[config.mk]
export PLATFORM = sky130hd
export DESIGN_NAME = vfv_nbr
export DESIGN_NICKNAME = d
export VERILOG_FILES = /design/src/rtl/vfv_pkg.sv /design/src/rtl/vfv_nbr.sv
export SDC_FILE = /design/constraint.sdc
export NUM_CORES = 1
export LEC_CHECK = 0
export BUFFER_PORTS_ARGS = -buffer_cell sky130_fd_sc_hd__buf_2
export CAP_MARGIN = 10
export CORE_ASPECT_RATIO = 0.8
export CORE_MARGIN = 1.5
export CORE_UTILIZATION = 52
export DETAILED_ROUTE_END_ITERATION = 8
export GPL_ROUTABILITY_DRIVEN = 0
export PLACE_DENSITY = 0.86
export SETUP_SLACK_MARGIN = 0.02
export SYNTH_ARGS = -nofsm -noshare
export SYNTH_HDL_FRONTEND = slang
export SYNTH_SLANG_ARGS = --single-unit
[constraint.sdc]
create_clock -name vclk -period 3.55
set_input_delay 0.71 -clock vclk [all_inputs]
set_output_delay 0.71 -clock vclk [all_outputs]
set_load 0.01 [all_outputs]
[src/rtl/vfv_pkg.sv]
// Shared types, codes and default sizes of the voxel face visibility block.
// Depends on nothing; imported by every module of the block.
package vfv_pkg;

  localparam int COORD_W       = 5;
  localparam int OUT_TYPE_W    = 8;
  localparam int IN_TYPE_W     = 8;
  localparam int EXT_W         = 5;
  localparam int CFG_IDX_W     = 2;
  localparam int DEF_GRID_DIM  = 32;
  localparam int DEF_TYPE_BITS = 8;

  localparam logic [EXT_W-1:0] EXT_RESET = 5'd25;

  localparam logic [CFG_IDX_W-1:0] CFG_WIDTH  = 2'd0;
  localparam logic [CFG_IDX_W-1:0] CFG_HEIGHT = 2'd1;
  localparam logic [CFG_IDX_W-1:0] CFG_DEPTH  = 2'd2;

  localparam logic OP_WRITE = 1'b0;
  localparam logic OP_QUERY = 1'b1;

  typedef struct packed {
    logic                 op;
    logic [COORD_W-1:0]   x_coord;
    logic [COORD_W-1:0]   y_coord;
    logic [COORD_W-1:0]   z_coord;
    logic [IN_TYPE_W-1:0] new_type;
  } vfv_item_t;

  typedef struct packed {
    logic [OUT_TYPE_W-1:0] block_type;
    logic                  solid;
    logic                  face_top;
    logic                  face_left;
    logic                  face_front;
    logic                  face_right;
    logic                  face_back;
    logic                  face_bottom;
  } vfv_result_t;

  typedef struct packed {
    logic [EXT_W-1:0] width;
    logic [EXT_W-1:0] height;
    logic [EXT_W-1:0] depth;
  } vfv_extents_t;

  typedef enum logic [2:0] {
    STEP_CENTER,
    STEP_TOP,
    STEP_LEFT,
    STEP_FRONT,
    STEP_RIGHT,
    STEP_BACK,
    STEP_BOTTOM
  } vfv_step_t;

  typedef enum logic [2:0] {
    ST_CLEAR,
    ST_IDLE,
    ST_WRITE,
    ST_READ,
    ST_DRAIN
  } vfv_state_t;

endpackage

[src/rtl/vfv_nbr.sv]
// Neighbor address generator: maps a lookup step to a linear store address.
// Depends on vfv_pkg for the item, extents and step types.
module vfv_nbr import vfv_pkg::*; #(
  parameter int GRID_DIM = DEF_GRID_DIM,
  parameter int AW       = $clog2(GRID_DIM * GRID_DIM * GRID_DIM)
) (
  input  vfv_step_t    step,
  input  vfv_item_t    item,
  input  vfv_extents_t ext,
  output logic [AW-1:0] addr,
  output logic          use_read
);

  localparam int CW = $clog2(GRID_DIM);
  localparam int NW = ((CW > COORD_W) ? CW : COORD_W) + 1;

  logic [NW-1:0] xe, ye, ze;
  logic [NW-1:0] nx, ny, nz;
  logic          bound_ok;
  logic          in_grid;

  assign xe = NW'(item.x_coord);
  assign ye = NW'(item.y_coord);
  assign ze = NW'(item.z_coord);

  // The minus-side tests keep out of use the coordinate that wraps below zero.
  always_comb begin
    nx       = xe;
    ny       = ye;
    nz       = ze;
    bound_ok = 1'b1;
    unique case (step)
      STEP_CENTER: bound_ok = 1'b1;
      STEP_TOP: begin
        ny       = ye + NW'(1);
        bound_ok = (ye + NW'(1)) < NW'(ext.height);
      end
      STEP_LEFT: begin
        nx       = xe - NW'(1);
        bound_ok = xe != '0;
      end
      STEP_FRONT: begin
        nz       = ze - NW'(1);
        bound_ok = ze != '0;
      end
      STEP_RIGHT: begin
        nx       = xe + NW'(1);
        bound_ok = (xe + NW'(1)) < NW'(ext.width);
      end
      STEP_BACK: begin
        nz       = ze + NW'(1);
        bound_ok = (ze + NW'(1)) < NW'(ext.depth);
      end
      STEP_BOTTOM: begin
        ny       = ye - NW'(1);
        bound_ok = ye != '0;
      end
    endcase
  end

  assign in_grid  = (nx < NW'(GRID_DIM)) && (ny < NW'(GRID_DIM)) && (nz < NW'(GRID_DIM));
  assign use_read = in_grid && bound_ok;

  assign addr = AW'(nx) * AW'(GRID_DIM * GRID_DIM) + AW'(ny) * AW'(GRID_DIM) + AW'(nz);

endmodule

# After elaboration in Yosys (flattened, before gate mapping)
# Cells that the tools add are included.
# W data, S select, Z words.
[classes] add_sub_neg=8 multipliers=0 div_mod_pow=0 magnitude_cmp=6 eq_ne=6 n_shift=0 n_mux=4 bitwise_logic=0 n_reduce_logical=7
[ops] cell="$pmux W6 S2" count=3
[ops] cell="$add A5 B1 Y6 const B" count=3
[ops] cell="$lt A6 B5 Y1" count=3
[ops] cell="$lt A6 B6 Y1 const B" count=3
[ops] cell="$reduce_bool A6 Y1" count=3
[ops] cell="$sub A5 B1 Y6 const B" count=3
[ops] cell="$add A15 B11 Y15" count=1
[ops] cell="$add A15 B6 Y15" count=1
[ops] cell="$eq A3 B3 Y1 const B" count=3
[ops] cell="$pmux W1 S7" count=1
[ops] cell="$eq A3 B2 Y1 const B" count=2
[ops] cell="$eq A3 B1 Y1 const B" count=1
[ops] cell="$logic_and A1 B1 Y1" count=3
[ops] cell="$logic_not A3 Y1" count=1
[word_totals] regBits=0 latchBits=0 mem_bits_rw=0 romBits=0 in_bits=42 output_inout_bits=16 wordCells=31 n_memories=0

# Depth between registers and ports, before layout
[logic_depth] word_depth=6 depth_mapped=11 ltp_nobuf=10

# Worst setup path after synthesis
# OpenSTA, ideal clock, no wires.
[synth_timing] path_type="input-to-output" start="in step[1]" end="out addr[13]" arrival_ps=2664 required_ps=2840 slack_ps=176 cell_stages=11 n_path_buf=1 cell_sequence="buf_4 -> nor2b_1 -> nand2_1 -> or3_1 -> o31ai_1 -> ha_1 -> ha_1 -> o211a_1 -> a31oi_1 -> nand2b_1 -> xnor2_1"
[synth_between] elab_chain_len=4 word_cells_on_any_way=11 classes_between="2 x add/sub; 6 x eq/ne; 3 x mux"
[synth_rtl] element="from (decl)" line_no="vfv_nbr.sv:7" source="input vfv_step_t step,"
[synth_rtl] element="$eq A3 B3 Y1, or another cell as far along" line_no="vfv_nbr.sv:32" source="unique case (step)"
[synth_rtl] element="$pmux W6 S2" line_no="vfv_nbr.sv:32"
[synth_rtl] element="$add A15 B11 Y15" line_no="vfv_nbr.sv:64" source="assign addr = AW'(nx) * AW'(GRID_DIM * GRID_DIM) + AW'(ny) * AW'(GRID_DIM) + AW'(nz);"
[synth_rtl] element="$add A15 B6 Y15 *" line_no="vfv_nbr.sv:64"
[synth_rtl] element="to (decl)" line_no="vfv_nbr.sv:10" source="output logic [AW-1:0] addr,"
# Every way passes the cells marked *; elsewhere a longest branch is shown, timed or not.

# Worst setup path in the final report
[layout_timing] start="in item[13] (netlist name)" end="out addr[13]"
[layout_between] elab_chain_len=4 word_cells_on_any_way=5 classes_between="4 x add/sub; 1 x mux"
[layout_rtl] element="from (decl)" line_no="vfv_nbr.sv:8" source="input vfv_item_t item,"
[layout_rtl] element="$sub A5 B1 Y6 or $add A5 B1 Y6 (tied branches)" line_no="vfv_nbr.sv:55, vfv_nbr.sv:35"
[layout_rtl] element="$pmux W6 S2 *" line_no="vfv_nbr.sv:32"
[layout_rtl] element="$add A15 B11 Y15 *" line_no="vfv_nbr.sv:64"
[layout_rtl] element="$add A15 B6 Y15 *" line_no="vfv_nbr.sv:64"
# Marked as above.

==> flow_summary.yaml <==
outcome:
  status: "finished, final reports clean"
detailed_routing:
  routed_wl_mm: 3.37
  detail-route-antenna-nets: 0
  wl_per_cell_um: 12.3
  via_count: 1525
  via_per_inst: 5.55
  drtIter0Drc: 47
  drc_errors: 0
  drt-pass1-iter-count: 4
layout:
  area_growth_pct: 26.5
  num-nets-final: 306
  diodes: 0
  final-seq-area_sq_um: 0
  fin_area_sq_um: 1750
  clock_buffers: 0
  seq_cell_count: 0
  drive_above_1_share: 0.314
place:
  port_buffers: 49
  dpl_worst_slack_ns: 0.0176
  placed_area_sq_um: 1690
  dpl.hpwl_mm: 2.78
grt:
  grt_pass1_wl_mm: 5.40
  grt_pass1_vias: 1338
  grt_max_degree: 15
  grt-ovfl-total: 0
  grt_antenna_before_repair: 0
  track_usage: 0.220
synth:
  synth.distinct_cells: 50
  syn_inst: 190
  syn_nets: 255
  syn_area_sq_um: 1390
  avgSynthCellArea_sq_um: 7.29
  seq_area_frac_synth: 0
  ys.warnings.count: 0
  yosys-top-cells-area: "ha_1 (21%), xnor2_1 (9.5%), xor2_1 (8.2%)"
  synthTopCellsByCount: "ha_1 (23), inv_1 (20), xnor2_1 (15)"
  synth_area_leader_cell: "ha_1"
  netlist.area_leader.share: 0.208
  synth_most_common_cell: "ha_1"
worst_setup_path:
  path_buf_inv: 3
  required_ns: 2.84
  critical-path-max-stage-delay_ns: 0.35
  cp-start-kind: "primary input"
  critPathSlowestCell: "ha_1"
  cp_cell_sequence: "buf_2, inv_1, ha_1, nand4bb_1, o31ai_2, or2_2, ha_4, o211a_1, a31oi_2, nand2b_1, xnor2_1, buf_2"
  crit_top_cell: "buf_2"
  crit_fanout: 5
  crit_family: "simple AND/OR/NAND/NOR gates"
  crit_arrival_ns: 2.77
  crit_type: "primary input to output pin"
  endpoint_kind: "output pin"
clock_network:
  hold_buffers: 0
die:
  chipHeight_um: 49.2
  initial_core_util: 0.558
  die_w_um: 60.7
  row_count: 16
  ios: 58
  dieArea_sq_um: 2980
  core_area_sq_um: 2480
sta:
  setup_viol: 0
  hold_slack_ns: 1.76
  setup_ws_ns: 0.0746
  max_freq_mhz: 288
  period_share: 0.979
  max_slew_margin: 0.724
  tightest_slew_ns: 0.410
  finalHoldViolations: 0
  drv_slew: 0
  setup_tns_ns: 0
  grt_setup_unrepaired: "true"
  final.min_clock_period_ns: 3.48
power:
  powerDensity_nw_per_um2: 112
  ir_drop_v: 0.0000552
  p_leak_nw: 0.866
  fin_total_pwr_mw: 0.195
min_path:
  worstHoldPathType: "primary input to output pin"
job:
  maxCapViolCount: 0
-- cells by family after synthesis --
family	after synthesis	synth area share
mux	1	0.00723
fa+ha+maj	23	0.208
simple gates	64	0.274
buf+inv	31	0.0921
xor+xnor	29	0.189
compound gates	42	0.230
-- worst paths after layout --
check / startpoint / endpoint / slack, ns / depth (start not counted)
max: item[13] / addr[13] / 0.07 / 12
min: item[8] / addr[0] / 1.76 / 3
-- repair_timing --
| action | 4_1_cts | 5_1_grt |
|---|---|---|
| pin swaps | 0 | 2 |
| setup buffers | 0 | 1 |
| gates cloned | 0 | 0 |
| setup endpoints to repair | 1 | 3 |
| gates resized for setup | 1 | 10 |
-- placed cells by master, fill, tap and decap left out, types with 3 or more instances in the layout --
master and instances:
nand2b_1 3, nand3_1 7, ha_1 21, inv_1 20
xor2_1 13, a21boi_0 3, nor2_1 8, a21oi_1 7
nor3_1 3, o21ai_0 11, nand2_1 10, buf_4 10
buf_2 48, and3_1 4, xnor2_1 15, nor4_1 6
-- through the flow --
| step | instances | utilization |
|---|---|---|
| floorplan | 190 | - |
| global placement | 274 | 0.682 |
| detailed placement | 274 | 0.682 |
| CTS | 274 | 0.683 |
| global route | 275 | 0.706 |
| finish | 275 | 0.706 |
-- where the power goes --
part / internal [mW] / switching (mW)
registers: 0 / 0
logic: 0.0884 / 0.107
clock network: 0 / 0
-- cell type report --
| type | count | area [sq um] |
|---|---|---|
| fill | 227 | 731 |
| inverter | 21 | 78.8 |
| multi-input combinational | 159 | 1310 |
| tap | 36 | 45.0 |
| timing repair buffer | 59 | 323 |
-- per-layer routing --
layer | vias to the layer above | wire (um) | GRT usage
li1 | 779 | - | -
met1 | 678 | 1520 | 0.298
met2 | 62 | 1590 | 0.396
met3 | 6 | 216 | 0.00531
met4 | 0 | 38 | 0.0181
met5 | - | 0 | 0
(Power assumes the default switching activity.)
